[src/sv/assert_macros.svh]
// ----------------------------------------------------------------------------
// assert_macros.svh
// shared assertion macros for the deque unit
// ----------------------------------------------------------------------------
`ifndef ASSERT_MACROS_SVH
`define ASSERT_MACROS_SVH

// clocked check, masked while reset is asserted
`define CBD_ASSERT(lbl, clk, rst_n, prop) \
  lbl: assert property (@(posedge clk) disable iff (!rst_n) (prop)) \
    else $error("deque check failed");

// clocked check that also holds during reset
`define CBD_ASSERT_ALWAYS(lbl, clk, prop) \
  lbl: assert property (@(posedge clk) (prop)) \
    else $error("deque check failed");

`endif

[src/sv/cbd_pkg.sv]
// ----------------------------------------------------------------------------
// cbd_pkg
// types and codes shared by the deque controller and datapath
// ----------------------------------------------------------------------------
package cbd_pkg;

  localparam int DepthDef = 16;

  localparam logic [1:0] FUNC_PUSH_FRONT = 2'd0;
  localparam logic [1:0] FUNC_PUSH_BACK  = 2'd1;
  localparam logic [1:0] FUNC_POP_FRONT  = 2'd2;
  localparam logic [1:0] FUNC_POP_BACK   = 2'd3;

  localparam logic [1:0] STATUS_OK        = 2'd0;
  localparam logic [1:0] STATUS_OVERFLOW  = 2'd1;
  localparam logic [1:0] STATUS_UNDERFLOW = 2'd2;

  typedef enum logic [1:0] {
    ST_IDLE,
    ST_EXEC,
    ST_RESP
  } state_e;

  // commands from controller to datapath
  typedef struct packed {
    logic load;  // capture the incoming request
    logic exec;  // carry out the captured operation
  } cmd_t;

endpackage

[src/sv/circular_buffer_deque_unit.sv]
// ----------------------------------------------------------------------------
// circular_buffer_deque_unit
// double-ended queue held in a ring of DEPTH slots (DEPTH-1 usable)
// ----------------------------------------------------------------------------
// usage:
//   a request (func_i, value_in_i) is taken at a rising edge where start_i
//   is high and busy_o is low. func_i selects push front, push back,
//   pop front or pop back; value_in_i is only used by pushes.
//   exactly one result per request appears on value_out_o / status_o for a
//   single cycle, flagged by done_o; the receiver must take it then, there
//   is no way to stall it.
// sequence: the accepting edge captures the request; in the execute state
//   the indices are updated and the slot memory, whose read data is
//   registered, is accessed; the result is shown in the respond state.
// overlap: a new request may be taken in the same cycle the previous result
//   is shown, and busy_o is high only during the memory access cycle.
// reset: both ring indices return to zero, so the deque is empty; the slot
//   memory is not cleared, since a pop only reads slots filled earlier.
// ----------------------------------------------------------------------------
module circular_buffer_deque_unit #(
  parameter int DEPTH = cbd_pkg::DepthDef
) (
  input  logic                clk_i,
  input  logic                rst_ni,
  input  logic                start_i,
  output logic                busy_o,
  input  logic [1:0]          func_i,
  input  logic signed [31:0]  value_in_i,
  output logic                done_o,
  output logic signed [31:0]  value_out_o,
  output logic [1:0]          status_o
);

  // command bundle from sequencer to datapath
  cbd_pkg::cmd_t cmd;

  // sequencer: idle / execute / respond
  cbd_ctrl u_ctrl (
    .clk_i   (clk_i),
    .rst_ni  (rst_ni),
    .start_i (start_i),
    .busy_o  (busy_o),
    .done_o  (done_o),
    .cmd_o   (cmd)
  );

  // indices, full/empty detection, slot memory and result registers
  cbd_datapath #(
    .DEPTH (DEPTH)
  ) u_datapath (
    .clk_i       (clk_i),
    .rst_ni      (rst_ni),
    .cmd_i       (cmd),
    .func_i      (func_i),
    .value_in_i  (value_in_i),
    .value_out_o (value_out_o),
    .status_o    (status_o)
  );

endmodule

[src/sv/cbd_datapath.sv]
// ----------------------------------------------------------------------------
// cbd_datapath
// ring indices, slot memory and result registers of the deque
// ----------------------------------------------------------------------------
module cbd_datapath #(
  parameter int DEPTH = cbd_pkg::DepthDef
) (
  input  logic                clk_i,
  input  logic                rst_ni,
  input  cbd_pkg::cmd_t       cmd_i,
  input  logic [1:0]          func_i,
  input  logic signed [31:0]  value_in_i,
  output logic signed [31:0]  value_out_o,
  output logic [1:0]          status_o
);

  localparam int AW = (DEPTH > 1) ? $clog2(DEPTH) : 1;
  localparam logic [AW-1:0] LastIdx = AW'(DEPTH - 1);

  logic [31:0]   mem [DEPTH];

  logic [1:0]    func_q;
  logic [31:0]   value_q;
  logic [AW-1:0] front_q, front_d;
  logic [AW-1:0] back_q, back_d;
  logic [1:0]    status_q, status_d;
  logic          pop_ok_q, pop_ok_d;
  logic [31:0]   rdata_q;

  logic          wr_en, rd_en;
  logic [AW-1:0] wr_addr, rd_addr;
  logic [AW-1:0] front_nx, front_pv, back_nx, back_pv;
  logic          full, empty;

  assign front_nx = (front_q == LastIdx) ? '0 : front_q + AW'(1);
  assign front_pv = (front_q == '0) ? LastIdx : front_q - AW'(1);
  assign back_nx  = (back_q == LastIdx) ? '0 : back_q + AW'(1);
  assign back_pv  = (back_q == '0) ? LastIdx : back_q - AW'(1);
  assign full     = (back_nx == front_q);
  assign empty    = (back_q == front_q);

  always_comb begin
    front_d  = front_q;
    back_d   = back_q;
    status_d = status_q;
    pop_ok_d = pop_ok_q;
    wr_en    = 1'b0;
    rd_en    = 1'b0;
    wr_addr  = back_q;
    rd_addr  = front_q;
    if (cmd_i.exec) begin
      status_d = cbd_pkg::STATUS_OK;
      pop_ok_d = 1'b0;
      case (func_q)
        cbd_pkg::FUNC_PUSH_FRONT: begin
          if (full) begin
            status_d = cbd_pkg::STATUS_OVERFLOW;
          end else begin
            front_d = front_pv;
            wr_en   = 1'b1;
            wr_addr = front_pv;
          end
        end
        cbd_pkg::FUNC_PUSH_BACK: begin
          if (full) begin
            status_d = cbd_pkg::STATUS_OVERFLOW;
          end else begin
            back_d  = back_nx;
            wr_en   = 1'b1;
            wr_addr = back_q;
          end
        end
        cbd_pkg::FUNC_POP_FRONT: begin
          if (empty) begin
            status_d = cbd_pkg::STATUS_UNDERFLOW;
          end else begin
            front_d  = front_nx;
            rd_en    = 1'b1;
            rd_addr  = front_q;
            pop_ok_d = 1'b1;
          end
        end
        default: begin
          if (empty) begin
            status_d = cbd_pkg::STATUS_UNDERFLOW;
          end else begin
            back_d   = back_pv;
            rd_en    = 1'b1;
            rd_addr  = back_pv;
            pop_ok_d = 1'b1;
          end
        end
      endcase
    end
  end

  always_ff @(posedge clk_i or negedge rst_ni) begin
    if (!rst_ni) begin
      front_q  <= '0;
      back_q   <= '0;
      status_q <= cbd_pkg::STATUS_OK;
      pop_ok_q <= 1'b0;
    end else begin
      front_q  <= front_d;
      back_q   <= back_d;
      status_q <= status_d;
      pop_ok_q <= pop_ok_d;
    end
  end

  // captured request, no reset needed
  always_ff @(posedge clk_i) begin
    if (cmd_i.load) begin
      func_q  <= func_i;
      value_q <= value_in_i;
    end
  end

  // slot memory with registered read
  always_ff @(posedge clk_i) begin
    if (wr_en) begin
      mem[wr_addr] <= value_q;
    end
    if (rd_en) begin
      rdata_q <= mem[rd_addr];
    end
  end

  assign value_out_o = pop_ok_q ? rdata_q : '0;
  assign status_o    = status_q;

endmodule

[src/sv/cbd_ctrl.sv]
// ----------------------------------------------------------------------------
// cbd_ctrl
// request sequencing for the deque: capture, execute, respond
// ----------------------------------------------------------------------------
`include "assert_macros.svh"

module cbd_ctrl (
  input  logic            clk_i,
  input  logic            rst_ni,
  input  logic            start_i,
  output logic            busy_o,
  output logic            done_o,
  output cbd_pkg::cmd_t   cmd_o
);

  cbd_pkg::state_e state_q, state_d;
  logic            accept;

  always_ff @(posedge clk_i or negedge rst_ni) begin
    if (!rst_ni) begin
      state_q <= cbd_pkg::ST_IDLE;
    end else begin
      state_q <= state_d;
    end
  end

  always_comb begin
    state_d   = state_q;
    busy_o    = 1'b0;
    done_o    = 1'b0;
    accept    = 1'b0;
    cmd_o     = '0;
    case (state_q)
      cbd_pkg::ST_IDLE: begin
        accept = start_i;
      end
      cbd_pkg::ST_EXEC: begin
        busy_o     = 1'b1;
        cmd_o.exec = 1'b1;
        state_d    = cbd_pkg::ST_RESP;
      end
      cbd_pkg::ST_RESP: begin
        done_o  = 1'b1;
        accept  = start_i;
        state_d = cbd_pkg::ST_IDLE;
      end
      default: begin
        state_d = cbd_pkg::ST_IDLE;
      end
    endcase
    if (accept) begin
      cmd_o.load = 1'b1;
      state_d    = cbd_pkg::ST_EXEC;
    end
  end

  `CBD_ASSERT(a_accept_then_exec, clk_i, rst_ni, (start_i && !busy_o) |=> cmd_o.exec)
  `CBD_ASSERT(a_exec_then_done, clk_i, rst_ni, cmd_o.exec |=> (done_o && !busy_o))
  `CBD_ASSERT(a_done_after_exec, clk_i, rst_ni, done_o |-> $past(cmd_o.exec))
  `CBD_ASSERT_ALWAYS(a_no_load_in_exec, clk_i, !(cmd_o.load && cmd_o.exec))

endmodule

[config.mk]
export PLATFORM = sky130hd
export DESIGN_NAME = circular_buffer_deque_unit
export DESIGN_NICKNAME = d
export VERILOG_FILES = /design/src/sv/cbd_pkg.sv /design/src/sv/circular_buffer_deque_unit.sv /design/src/sv/cbd_datapath.sv /design/src/sv/cbd_ctrl.sv
export VERILOG_INCLUDE_DIRS = /design/src /design/src/sv
export SDC_FILE = /design/constraint.sdc
export NUM_CORES = 1
export LEC_CHECK = 0
export ABC_CLOCK_PERIOD_IN_PS = 7500
export CAP_MARGIN = 40
export CORE_UTILIZATION = 50
export DETAILED_ROUTE_END_ITERATION = 10
export DONT_BUFFER_PORTS = 1
export MAX_ROUTING_LAYER = met4
export SLEW_MARGIN = 30
export SYNTH_ARGS = -nofsm -noshare
export SYNTH_HDL_FRONTEND = slang
export SYNTH_SLANG_ARGS = --single-unit
[constraint.sdc]
create_clock -name clk_i -period 7.5 [get_ports clk_i]
set_input_delay 0.375 -clock clk_i [delete_from_list [all_inputs] [get_ports clk_i]]
set_output_delay 0.375 -clock clk_i [all_outputs]
set_load 0.05 [all_outputs]
## Word-level counts from Yosys, hierarchy flattened

Memory sizes are Yosys's and may differ from the RTL's. A register that Yosys moved wholly into a read port is not among the register bits.
Index checks and enable logic that the tools add are counted.
Widths: inputs -> output; s select.

- Reductions and logical operators: 11
- Muxes and demuxes: 34
- Bitwise operators: 1
- $add $sub $neg: 4
- Equality and inequality tests: 13

Operators with widths:

| operator | number |
|---|---|
| $mux 4 | 14 |
| $mux 32 | 1 |
| $pmux 4 s2 | 2 |
| $mux 1 | 13 |
| $add 4x1->4 const B | 2 |
| $eq 4x4->1 | 2 |
| $eq 4x4->1 const B | 2 |
| $logic_not 4->1 | 2 |
| $ne 2x2->1 const B | 4 |
| $reduce_and 4->1 | 2 |
| $sub 4x1->4 const B | 2 |
| $mux 2 | 3 |
| $reduce_or 2->1 | 3 |
| $eq 2x1->1 const B | 2 |
| $eq 2x2->1 const B | 2 |
| $logic_not 2->1 | 2 |
| $pmux 2 s2 | 1 |
| $reduce_or 3->1 | 1 |
| $ne 2x1->1 const B | 1 |
| $reduce_bool 2->1 | 1 |
| $not 1->1 | 1 |

- Memories: 1
- Bits in writable memories: 512
- Register bits: 47
- Logic and storage cells: 71

Memory list:

| name | depth | bits a word | read ports | clocked after Yosys merged registers in | write ports | line | source |
|---|---|---|---|---|---|---|---|
| u_datapath.mem | 16 | 32 | 1 | 1 | 1 | cbd_datapath.sv:20 | `logic [31:0] mem [DEPTH];` |

## Logic depth before layout (Yosys ltp)

Gate-level depths: netlist of the first run.

- Depth in word-level cells: 8
- Mapped depth: 10

## By module

A second synthesis of the first run with hierarchy kept.

- Cell total of the unflattened synthesis: 1258
- Area total of the unflattened synthesis: 22813.1 µm²

Modules (own cells, without submodules):

| module | cells each | area each (µm²) | sequential area each (µm²) | instances |
|---|---|---|---|---|
| cbd_datapath | 1249 | 22715.5 | 17631.9 | 1 |
| cbd_ctrl | 9 | 97.6 | 50.0 | 1 |

## Worst setup path before layout of the first run

No wires, ideal clock.

- Path kind: reg2reg
- Start: register u_datapath.back_q[0]
- End: memory u_datapath.mem[0][0], enable pin
- Setup slack: 1720 ps
- Setup time: 501 ps
- Data required time: 6999 ps
- Stages on the path, launching flop included: 9
- Arrival: 5278 ps
- Path through: dfrtp_1 -> buf_2 -> inv_1 -> ha_1 -> xnor2_1 -> nand3_1 -> o211ai_2 -> mux2_2 -> nor4_1

- Longest elaborated chain between the ends: 8
- Elaborated cells on any way between the ends: 12
- Those cells by class: add/sub (1); eq/ne (2); mux (9)

Ends and longest elaborated chain:

| element | line | source |
|---|---|---|
| from (decl) | cbd_datapath.sv:25 | `logic [AW-1:0] back_q, back_d;` |
| from (signal assigned) | cbd_datapath.sv:105 | `back_q <= back_d;` |
| $add 4x1->4 or $eq 4x4->1 (tied branches) | cbd_datapath.sv:37 | `assign back_nx = (back_q == LastIdx) ? '0 : back_q + AW'(1);` |
| $mux 4 | cbd_datapath.sv:37 |  |
| $eq 4x4->1 | cbd_datapath.sv:39 | `assign full = (back_nx == front_q);` |
| $mux 1 | cbd_datapath.sv:56, cbd_datapath.sv:65 |  |
| $mux 1 | - |  |
| $mux 1 | cbd_datapath.sv:51 | `if (cmd_i.exec) begin` |
| $mux 1 | cbd_datapath.sv:121 | `if (wr_en) begin` |
| $mux 1 (implied by the code) | cbd_datapath.sv:122 | `mem[wr_addr] <= value_q;` |
| to (decl) | cbd_datapath.sv:20 |  |

Parallel ways exist; a longest one is shown, timed or not.

## Worst setup path in the final report of the first run

- Start: register u_datapath.front_q[3]
- End: register u_datapath.rdata_q[14], read port of u_datapath.mem, data pin

- Longest elaborated chain between the ends: 4
- Elaborated cells on any way between the ends: 7
- Those cells by class: eq/ne (1); mux (6)

Ends and longest elaborated chain:

| element | line | source |
|---|---|---|
| from (decl) | cbd_datapath.sv:24 | `logic [AW-1:0] front_q, front_d;` |
| from (signal assigned) | cbd_datapath.sv:104 | `front_q <= front_d;` |
| $eq 4x4->1 | cbd_datapath.sv:40 | `assign empty = (back_q == front_q);` |
| $mux 4 or $mux 1 (tied branches) | cbd_datapath.sv:84, cbd_datapath.sv:74 |  |
| $mux 4 or $mux 1 (tied branches) | - |  |
| $mux 4 or $mux 1 (tied branches) | cbd_datapath.sv:51 |  |
| to (decl) | cbd_datapath.sv:28 | `logic [31:0] rdata_q;` |

Parallel ways exist; a longest one is shown, timed or not.
A chain may end at the register's enable or synchronous reset.

==> results.py, run 1 <==
metrics = {
    "status": {
        "run_status": "finished clean",
    },
    "global_route": {
        "grt_util_all_layers": 0.231,
        "first_pass_grt_wire_length_um": 75900,
        "gr-max-usage-layer": "met2",
        "pin_count_of_the_biggest_net_entering_global_routing": 101,
        "met3_track_usage_gr": 0.0395,
        "number_of_antenna_violations_at_the_first_check_in_global_routing": 2,
        "grt.overflow.total": 0,
        "m2_gr_usage": 0.360,
        "met1_usage": 0.322,
        "number_of_global_route_vias_before_repair": 11448,
    },
    "synth": {
        "ys_async_sr_fraction": 0.0220,
        "synth.most_common_cell": "sky130_fd_sc_hd__edfxtp_1",
        "yosysTopAreaCell": "sky130_fd_sc_hd__edfxtp_1",
        "synth_edf_count": 578,
        "synth.cells.most_frequent": "578 x sky130_fd_sc_hd__edfxtp_1, 265 x sky130_fd_sc_hd__mux2i_1, 128 x sky130_fd_sc_hd__o22ai_1, 42 x sky130_fd_sc_hd__buf_2, 34 x sky130_fd_sc_hd__and2_1",
        "synthDistinctLibCells": 48,
        "proportion_of_synthesized_chip_area_in_sequential_cells": 0.776,
        "synth_seq_cells": 591,
        "synth_top_flop_cell": "sky130_fd_sc_hd__edfxtp_1",
        "yosysWarnings": 0,
        "postSynthCellCount": 1250,
        "synth.top_cells.by_area": "sky130_fd_sc_hd__edfxtp_1 76%, sky130_fd_sc_hd__mux2i_1 12%, sky130_fd_sc_hd__o22ai_1 3.5%, sky130_fd_sc_hd__dfrtp_1 1.4%, sky130_fd_sc_hd__or4_1 1.1%",
        "synthDominantCellAreaShare": 0.761,
        "post_syn_nets": 1291,
        "syn_avg_cell_area_sq_um": 18.2,
        "post_synthesis_instance_area_sq_um": 22800,
    },
    "cells_and_area": {
        "layout.filler_cells": 3331,
        "layout-drive-gt1-share": 0.113,
        "final_area_sq_um": 25900,
        "multiInputGateArea_sq_um": 4990,
        "final_core_util": 0.581,
        "area_growth_syn_to_layout_pct": 13.7,
        "register_area_sq_um": 17700,
        "layout.nets": 1363,
    },
    "route": {
        "detail_route.wirelength_um": 51600,
        "remaining_drc_errors": 0,
        "vias_per_cell": 5.91,
        "vias": 11566,
        "drt_pass1_iterations": 5,
        "wl_per_cell_um": 26.4,
        "first_iter_violations": 1025,
        "antenna_violating_nets_post_route": 0,
    },
    "power": {
        "static_leakage_power_nw": 8.84,
        "total_power_mw": 9.22,
        "power.density_nw_per_um2": 356,
        "peakVddDrop_uv": 281,
    },
    "place": {
        "dp_hpwl_um": 25600,
        "port_buffers": 0,
        "gp_routability_congestion": 0.860,
        "detailed_place.area_sq_um": 23800,
    },
    "timing": {
        "max_slew_margin": 0.412,
        "finalCriticalPeriod_ps": 4420,
        "clock-skew-final_ps": 18.3,
        "timing.final.crit_share": 0.590,
        "maxSlewViolCount": 0,
        "finalSetupTns_ps": 0,
        "slew_of_the_pin_with_the_lowest_slew_margin_ps": 883,
        "max_freq_mhz": 226,
        "timing_hold_violations_final": 0,
        "rsz0062_at_grt": "false",
        "setup_viol": 0,
    },
    "setup_path": {
        "r2r.worst_path.cells": 9,
        "worstPathArrival_ps": 4770,
        "cpMaxStageDelayCell": "sky130_fd_sc_hd__dfrtp_1",
        "required_ps": 7850,
        "crit_path_end_kind": "register",
        "worst_setup_path_start_kind": "register",
        "crit_chain": "xor2_1, o41a_1, mux2i_4, buf_4, buf_12, buf_4, mux2i_1, o22ai_1, or4_1",
        "crit_top_cell": "sky130_fd_sc_hd__buf_4",
        "path_max_fanout": 30,
        "max_stage_delay_ps": 710,
        "critical_path_class": "reg2reg",
    },
    "clock_tree": {
        "h-tree-depth": 2,
        "cts_tree": "yes",
        "clock_sinks": 591,
        "cts.clk_slew.worst_paths_ps": 60,
        "cts-buffers-inserted": 59,
        "clk_path_buf_depth": 3,
        "clk-insertion-delay-late_ps": 610,
        "clock_tree.root_cell": "sky130_fd_sc_hd__clkbuf_16",
        "cts_post_setup_buffers_inserted": 0,
        "cts-resized-gates": 0,
    },
    "floorplan": {
        "top_level_ports": 73,
        "initial_utilization": 0.511,
        "die_x_um": 216,
        "num_rows": 77,
        "core_sq_um": 44600,
        "dieHeight_um": 216,
        "die_area_sq_um": 46500,
    },
    "job": {
        "cap_viol_max_count": 0,
    },
    "hold_path": {
        "hold_crit_class": "in2async",
    },
}
[timing repair]
action,in CTS,in global routing
endpoints found under the setup margin,0,0
endpoints found under the hold margin,48,0
hold buffers,36,0
[kinds of logic after synthesis]
group	share of synthesized area
AO/OA/AOI/OAI	0.0490
buffers and inverters	0.0156
adder cells (fa/ha/maj)	0.00220
multiplexers	0.118
XOR/XNOR	0.00571
AND/OR/NAND/NOR	0.0340
flip-flops	0.776
[where the power goes]
part	total (mW)	internal (mW)	switching, mW
Clock	2.68	1.51	1.17
Combinational	2.52	0.964	1.55
Sequential	4.03	3.85	0.174
Total	9.22	6.33	2.90
[per-stage QoR]
step / setup slack (ps) / hold slack [ps] / std cells
global placement: 3080 / 79.7 / 1810
floorplan: 1720 / 79.4 / 1250
CTS: 2980 / 214 / 1955
finish: 3080 / 223 / 1958
global route: 2830 / 265 / 1958
detailed placement: 2980 / 79.8 / 1816
[worst max-delay path, delay by kind of cell, from the launching register on]
family / cells / cell delay, ps
xor gates and xnor gates: 1 / 250
DFF: 1 / 710
buffers and inverters: 3 / 1220
AOI/OAI and AO/OA: 2 / 670
and+or+nand+nor: 1 / 520
muxes: 2 / 710
[sequential cells by signal, indices dropped and copies added (netlist names)]
signal	flops
u_datapath.func_q	2
u_datapath.value_q	32
u_datapath.rdata_q	32
u_datapath.status_o	2
u_datapath.back_q	4
u_datapath.mem	512
u_ctrl.state_q	2
u_datapath.front_q	4
u_datapath.pop_ok_q	1
[area by class of cell]
cell class,count,share of cell area
multi-input cells,578,0.192
repair buffers,79,0.0277
clock buffers,79,0.0615
inverters,13,0.00188
diodes,2,0.000193
flip-flops and latches,591,0.682
clock inverters,24,0.00522
well taps,592,0.0286
[routing by layer]
metal | share of wire | wire, um
met1 | 0.45 | 23000
met3 | 0.057 | 2960
met5 | 0 | 0
met4 | 0.016 | 838
met2 | 0.48 | 24800
[layout by cell type (no fill, tap or decap), drive strengths merged, types with 5 or more instances in the layout]
master	instances
a21oi	5
a31oi	6
and2	35
buf	43
clkbuf	79
clkinv	21
dfrtp	13
dlygate4sd3	36
edfxtp	578
inv	14
mux2i	265
nand2	8
nor2	13
nor4	17
o21ai	9
o22ai	128
or4	33
xnor2	9
xor2	5
[worst paths after layout]
kind / start / endpoint / slack, ps
max: u_datapath.front_q[3] / u_datapath.rdata_q[14] / 3080
min: rst_ni / u_ctrl.state_q[1] / 220
max reg2reg: u_datapath.front_q[3] / u_datapath.rdata_q[14] / 3080
min reg2reg: u_ctrl.state_q[0] / u_ctrl.state_q[0] / 580
max in group asynchronous: rst_ni / u_datapath.back_q[0] / 6870
min in group clk_i: value_in_i[8] / u_datapath.value_q[8] / 390
(Power assumes the default switching activity.)
==> inputs of run 2 (changes only) <==
--- a/config.mk
+++ b/config.mk
@@ -6,7 +6,7 @@
 export SDC_FILE = /design/constraint.sdc
 export NUM_CORES = 1
 export LEC_CHECK = 0
-export ABC_CLOCK_PERIOD_IN_PS = 7500
+export ABC_CLOCK_PERIOD_IN_PS = 4350
 export CAP_MARGIN = 40
 export CORE_UTILIZATION = 50
 export DETAILED_ROUTE_END_ITERATION = 10
==> constraint.sdc (replaced) <==
create_clock -name clk_i -period 4.35 [get_ports clk_i]
set_input_delay 0.2175 -clock clk_i [delete_from_list [all_inputs] [get_ports clk_i]]
set_output_delay 0.2175 -clock clk_i [all_outputs]
set_load 0.05 [all_outputs]
==> run 2 against run 1 <==
  * Power increased by 81%
  * First-iteration DRC count shrank 5.3%
  * Non-clock buffer count up 7
  * Worst hold slack lost 160 ps
  * Worst setup slack worse by 2500 ps
  * Sequential share of layout area fell by 1.9 points
  * Die area stayed put
==> results.py, run 2 (same netlist as run 1, synthesis figures left out) <==
metrics = {
    "timing": {
        "worst_hold_slack_ps": 59.9,
        "max_freq_mhz": 264,
        "layout_setup_ws_ps": 558,
        "rsz0062_at_grt": "false",
        "finalCriticalPeriod_ps": 3790,
        "finalSetupTns_ps": 0,
        "clock-skew-final_ps": 13.2,
        "max_slew_margin": 0.440,
        "timing_hold_violations_final": 0,
        "setup_viol": 0,
        "maxSlewViolCount": 0,
        "slew_of_the_pin_with_the_lowest_slew_margin_ps": 838,
        "timing.final.crit_share": 0.872,
    },
    "cells_and_area": {
        "layout-drive-gt1-share": 0.129,
        "final_area_sq_um": 26600,
        "area_growth_syn_to_layout_pct": 16.9,
        "layout.cells.most_common_list": "578 x sky130_fd_sc_hd__edfxtp_1, 263 x sky130_fd_sc_hd__mux2i_1, 128 x sky130_fd_sc_hd__o22ai_1",
        "final_core_util": 0.597,
        "layout.nets": 1370,
        "reg.largest.list": "u_datapath.mem: 512 flops, u_datapath.rdata_q: 32 flops, u_datapath.value_q: 32 flops",
        "final_common_cell": "sky130_fd_sc_hd__edfxtp_1",
        "register_ranked_first_by_flip_flop_count": "u_datapath.mem",
        "largest_reg_flops": 512,
        "final-instance-count-excl-fill": 1972,
        "n_antenna_cell": 0,
    },
    "route": {
        "vias": 11478,
        "first_iter_violations": 971,
        "drt_pass1_iterations": 5,
        "antenna_violating_nets_post_route": 0,
        "vias_per_cell": 5.82,
        "remaining_drc_errors": 0,
        "wl_per_cell_um": 25.6,
        "detail_route.wirelength_um": 50500,
    },
    "global_route": {
        "number_of_global_route_vias_before_repair": 11315,
        "grt.overflow.total": 0,
        "number_of_antenna_violations_at_the_first_check_in_global_routing": 0,
        "first_pass_grt_wire_length_um": 74600,
        "grt_util_all_layers": 0.227,
        "pin_count_of_the_biggest_net_entering_global_routing": 56,
    },
    "place": {
        "detailed_place.area_sq_um": 24300,
        "port_buffers": 0,
        "gp_routability_congestion": 0.825,
        "placedCellCount": 1824,
        "place_worst_setup_slack_ps": 536,
        "dp_hpwl_um": 26700,
    },
    "hold_path": {
        "hold_start": "start_i",
        "holdPathStages": 1,
        "worst_hold_path.endpoint": "u_datapath.func_q[0]",
        "hold_crit_class": "in2reg",
    },
    "setup_path": {
        "crit_path_end_kind": "register",
        "worst_setup_path_start_kind": "register",
        "path_max_fanout": 17,
        "worstReg2RegEnd": "u_datapath.rdata_q[0]",
        "worstPathArrival_ps": 4120,
        "critical_path_class": "reg2reg",
        "required_ps": 4670,
        "reg2reg_from": "u_datapath.front_q[3]",
        "r2r.worst_path.cells": 8,
        "worst-r2r-setup-slack_ps": 560,
    },
    "floorplan": {
        "core_sq_um": 44600,
        "top_level_ports": 73,
        "dieHeight_um": 216,
        "die_x_um": 216,
        "initial_utilization": 0.511,
        "num_rows": 77,
        "die_area_sq_um": 46500,
    },
    "job": {
        "cap_viol_max_count": 0,
    },
    "clock_tree": {
        "h-tree-depth": 2,
        "cts_tree": "yes",
        "clock_sinks": 591,
        "cts-buffers-inserted": 59,
        "clk_path_buf_depth": 3,
        "cts.clk_slew.worst_paths_ps": 60,
        "cts_post_setup_buffers_inserted": 0,
        "clk-insertion-delay-late_ps": 610,
        "clock_tree.root_cell": "sky130_fd_sc_hd__clkbuf_16",
    },
    "power": {
        "static_leakage_power_nw": 9.11,
        "total_power_mw": 16.7,
        "power.density_nw_per_um2": 626,
        "peakVddDrop_uv": 333,
    },
    "status": {
        "run_status": "finished clean",
    },
}
[run 2: final cells by class]
class,instances,area (sq um)
clock buffers,68,1550
clock inverters,44,429
fillers,3273,18000
inverters,13,48.8
multi-input cells,578,5100
flip-flops and latches,591,17700
well taps,592,741
repair buffers,86,1090
[run 2: worst max path at each step]
| stage | start | to | slack [ps] |
|---|---|---|---|
| floorplan | u_datapath.back_q[0] | u_datapath.mem[13][0] | -1330 |
| global placement | u_datapath.front_q[3] | u_datapath.rdata_q[0] | 610 |
| detailed placement | u_datapath.back_q[0] | u_datapath.mem[10][14] | 540 |
| CTS | u_datapath.back_q[0] | u_datapath.mem[10][11] | 520 |
| global route | u_datapath.back_q[0] | u_datapath.mem[12][20] | 280 |
| finish | u_datapath.front_q[3] | u_datapath.rdata_q[0] | 560 |
[run 2: timing repair]
| item | in CTS | in global routing |
|---|---|---|
| endpoints found under the setup margin | 0 | 0 |
| hold buffers | 36 | 0 |
| resized for setup | 0 | 0 |
| hold endpoints to repair | 48 | 0 |
[run 2: layer usage]
layer / wire (um) / GRT usage / share of wire
met1: 22800 / 0.316 / 0.45
met2: 24600 / 0.359 / 0.49
met3: 2070 / 0.0258 / 0.041
met4: 1010 / 0.0608 / 0.020
met5: 0 / - / 0
[run 2: report_power, final]
part / switching, mW / internal (mW)
Sequential: 0.295 / 6.64
Clock: 2.08 / 3.03
Combinational: 2.81 / 1.83
Total: 5.18 / 11.5
[run 2: critical path: stages (launching register included)]
cell,delay (ps)
sky130_fd_sc_hd__dfrtp_1,730
sky130_fd_sc_hd__xor2_1,240
sky130_fd_sc_hd__o41ai_4,820
sky130_fd_sc_hd__nor2_2,230
sky130_fd_sc_hd__a32oi_4,200
sky130_fd_sc_hd__buf_4,320
sky130_fd_sc_hd__buf_4,380
sky130_fd_sc_hd__o22ai_1,120
sky130_fd_sc_hd__or4_1,440
==> inputs of run 3 (changes only) <==
--- a/config.mk
+++ b/config.mk
@@ -11,8 +11,9 @@
 export CORE_UTILIZATION = 50
 export DETAILED_ROUTE_END_ITERATION = 10
 export DONT_BUFFER_PORTS = 1
+export HOLD_SLACK_MARGIN = 0.08
 export MAX_ROUTING_LAYER = met4
-export SLEW_MARGIN = 30
+export SLEW_MARGIN = 10
 export SYNTH_ARGS = -nofsm -noshare
 export SYNTH_HDL_FRONTEND = slang
 export SYNTH_SLANG_ARGS = --single-unit
==> run 3 against run 2 <==
  * Sequential power hardly changed
  * Clock power is 1% higher
  * Routed wire length is 0.31% higher
  * Flip-flop and latch count stayed put
  * Global-route usage hardly changed
  * Register-to-register slack hardly changed
  * Cell area is 0.18% higher
  * Non-clock buffer count is 2 higher
  * Critical path type unchanged
==> results.py, run 3 (same netlist as run 1, synthesis figures left out) <==
metrics = {
    "status": {
        "run_status": "finished clean",
    },
    "cells_and_area": {
        "largest_reg_flops": 512,
        "final-instance-count-excl-fill": 1973,
        "register_ranked_first_by_flip_flop_count": "u_datapath.mem",
        "layout.nets": 1372,
        "layout.cells.most_common_list": "578 x sky130_fd_sc_hd__edfxtp_1, 263 x sky130_fd_sc_hd__mux2i_1, 128 x sky130_fd_sc_hd__o22ai_1",
        "register_area_sq_um": 17700,
        "reg.largest.list": "u_datapath.mem: 512 flops, u_datapath.rdata_q: 32 flops, u_datapath.value_q: 32 flops",
        "final_common_cell": "sky130_fd_sc_hd__edfxtp_1",
        "area_growth_syn_to_layout_pct": 17.1,
        "layout-drive-gt1-share": 0.133,
        "final_core_util": 0.598,
        "multiInputGateArea_sq_um": 5090,
        "layout.filler_cells": 3286,
        "n_antenna_cell": 0,
    },
    "timing": {
        "clock-skew-final_ps": 17.7,
        "finalCriticalPeriod_ps": 3790,
        "maxSlewViolCount": 0,
        "setup_viol": 0,
        "slew_of_the_pin_with_the_lowest_slew_margin_ps": 839,
        "max_freq_mhz": 264,
        "timing_hold_violations_final": 0,
        "rsz0062_at_grt": "false",
        "timing.final.crit_share": 0.870,
        "max_slew_margin": 0.440,
        "layout_setup_ws_ps": 564,
    },
    "global_route": {
        "pin_count_of_the_biggest_net_entering_global_routing": 56,
        "grt.overflow.total": 0,
        "number_of_antenna_violations_at_the_first_check_in_global_routing": 0,
        "grt_util_all_layers": 0.227,
        "number_of_global_route_vias_before_repair": 11305,
        "first_pass_grt_wire_length_um": 74300,
    },
    "route": {
        "remaining_drc_errors": 0,
        "antenna_violating_nets_post_route": 0,
        "vias_per_cell": 5.81,
        "detail_route.wirelength_um": 50700,
        "drt_pass1_iterations": 5,
        "vias": 11463,
        "first_iter_violations": 1018,
        "wl_per_cell_um": 25.7,
    },
    "clock_tree": {
        "cts_tree": "yes",
        "cts_post_setup_buffers_inserted": 0,
        "cts.clk_slew.worst_paths_ps": 60,
        "h-tree-depth": 2,
        "clk-insertion-delay-late_ps": 620,
        "clock_sinks": 591,
        "clock_tree.root_cell": "sky130_fd_sc_hd__clkbuf_16",
        "cts-buffers-inserted": 59,
        "clk_path_buf_depth": 3,
    },
    "place": {
        "dp_hpwl_um": 26700,
        "gp_routability_congestion": 0.825,
        "place_worst_setup_slack_ps": 574,
        "placedCellCount": 1825,
        "port_buffers": 0,
    },
    "power": {
        "peakVddDrop_uv": 451,
        "power.density_nw_per_um2": 628,
        "static_leakage_power_nw": 9.13,
    },
    "floorplan": {
        "die_area_sq_um": 46500,
        "num_rows": 77,
        "dieHeight_um": 216,
        "initial_utilization": 0.511,
        "core_sq_um": 44600,
        "top_level_ports": 73,
        "die_x_um": 216,
    },
    "setup_path": {
        "worstReg2RegEnd": "u_datapath.mem[8][15]",
        "reg2reg_from": "u_datapath.back_q[0]",
        "worst-r2r-setup-slack_ps": 560,
        "required_ps": 4640,
        "crit_path_end_kind": "register",
        "worst_setup_path_start_kind": "register",
        "path_max_fanout": 32,
        "critical_path_class": "reg2reg",
        "cp-startpoint": "u_datapath.back_q[0]",
        "setup.worst_path.end": "u_datapath.mem[8][15]",
        "r2r.worst_path.cells": 8,
        "worstPathArrival_ps": 4070,
    },
    "job": {
        "cap_viol_max_count": 0,
    },
    "hold_path": {
        "hold_crit_class": "in2reg",
    },
}
## run 3: final cells by class
| cell class | instances | share of cell area |
|---|---|---|
| sequential | 591 | 0.662 |
| multi-input combinational | 578 | 0.191 |
| clock buffer | 70 | 0.0585 |
| timing repair buffer | 88 | 0.0422 |
| tap | 592 | 0.0278 |
| clock inverter | 41 | 0.0165 |
| inverter | 13 | 0.00183 |
## run 3: repair_timing
action,CTS,global route
resized for setup,0,0
hold buffers,37,0
endpoints found under the hold margin,66,0
## run 3: power breakdown
part           total [mW]  switching (mW)  internal, mW  leakage, nW
sequential           6.94           0.296          6.64         5.39
clock                5.17            2.12          3.05        0.971
combinational        4.66            2.81          1.85         2.77
total                16.8            5.23          11.5         9.13
## run 3: how the worst min path moves through the flow
stage / endpoint / slack, ps / startpoint / depth (start not counted)
6_report: u_datapath.value_q[4] / 220 / value_in_i[4] / 1
5_1_grt: u_datapath.value_q[10] / 190 / value_in_i[10] / 1
4_1_cts: u_datapath.value_q[8] / 180 / value_in_i[8] / 1
3_5_place_dp: u_datapath.status_o[1] / -80 / rst_ni / 0
3_3_place_gp: u_datapath.front_q[2] / -80 / rst_ni / 0
2_1_floorplan: u_ctrl.state_q[0] / -80 / rst_ni / 0
## run 3: stage by stage
step | hold WS (ps) | TNS (ps) | power [mW] | area (sq um)
final | 220 | 0 | 16.8 | 26700
after global routing | 192 | 0 | 17.4 | 26700
after CTS | 181 | 0 | 16.9 | 26700
after detailed placement | -77.6 | 0 | 11.7 | 24300
after global placement | -77.6 | 0 | 11.6 | 24300
after floorplan | -78.1 | -211520 | 10.2 | 22900
## run 3: worst max-delay path, cell delays in order (launching register included)
cell	delay (ps)
sky130_fd_sc_hd__dfrtp_1	720
sky130_fd_sc_hd__ha_1	350
sky130_fd_sc_hd__inv_1	80
sky130_fd_sc_hd__a311oi_1	420
sky130_fd_sc_hd__xnor2_1	210
sky130_fd_sc_hd__o211ai_2	410
sky130_fd_sc_hd__mux2_2	560
sky130_fd_sc_hd__nor4_4	370
sky130_fd_sc_hd__buf_12	310
## run 3: per-layer routing
metal / GRT usage / part of all wire / up-vias
met4: 0.0686 / 0.020 / 0
met5: - / 0 / -
li1: - / - / 5222
met3: 0.0296 / 0.041 / 68
met1: 0.310 / 0.45 / 5883
met2: 0.359 / 0.49 / 290
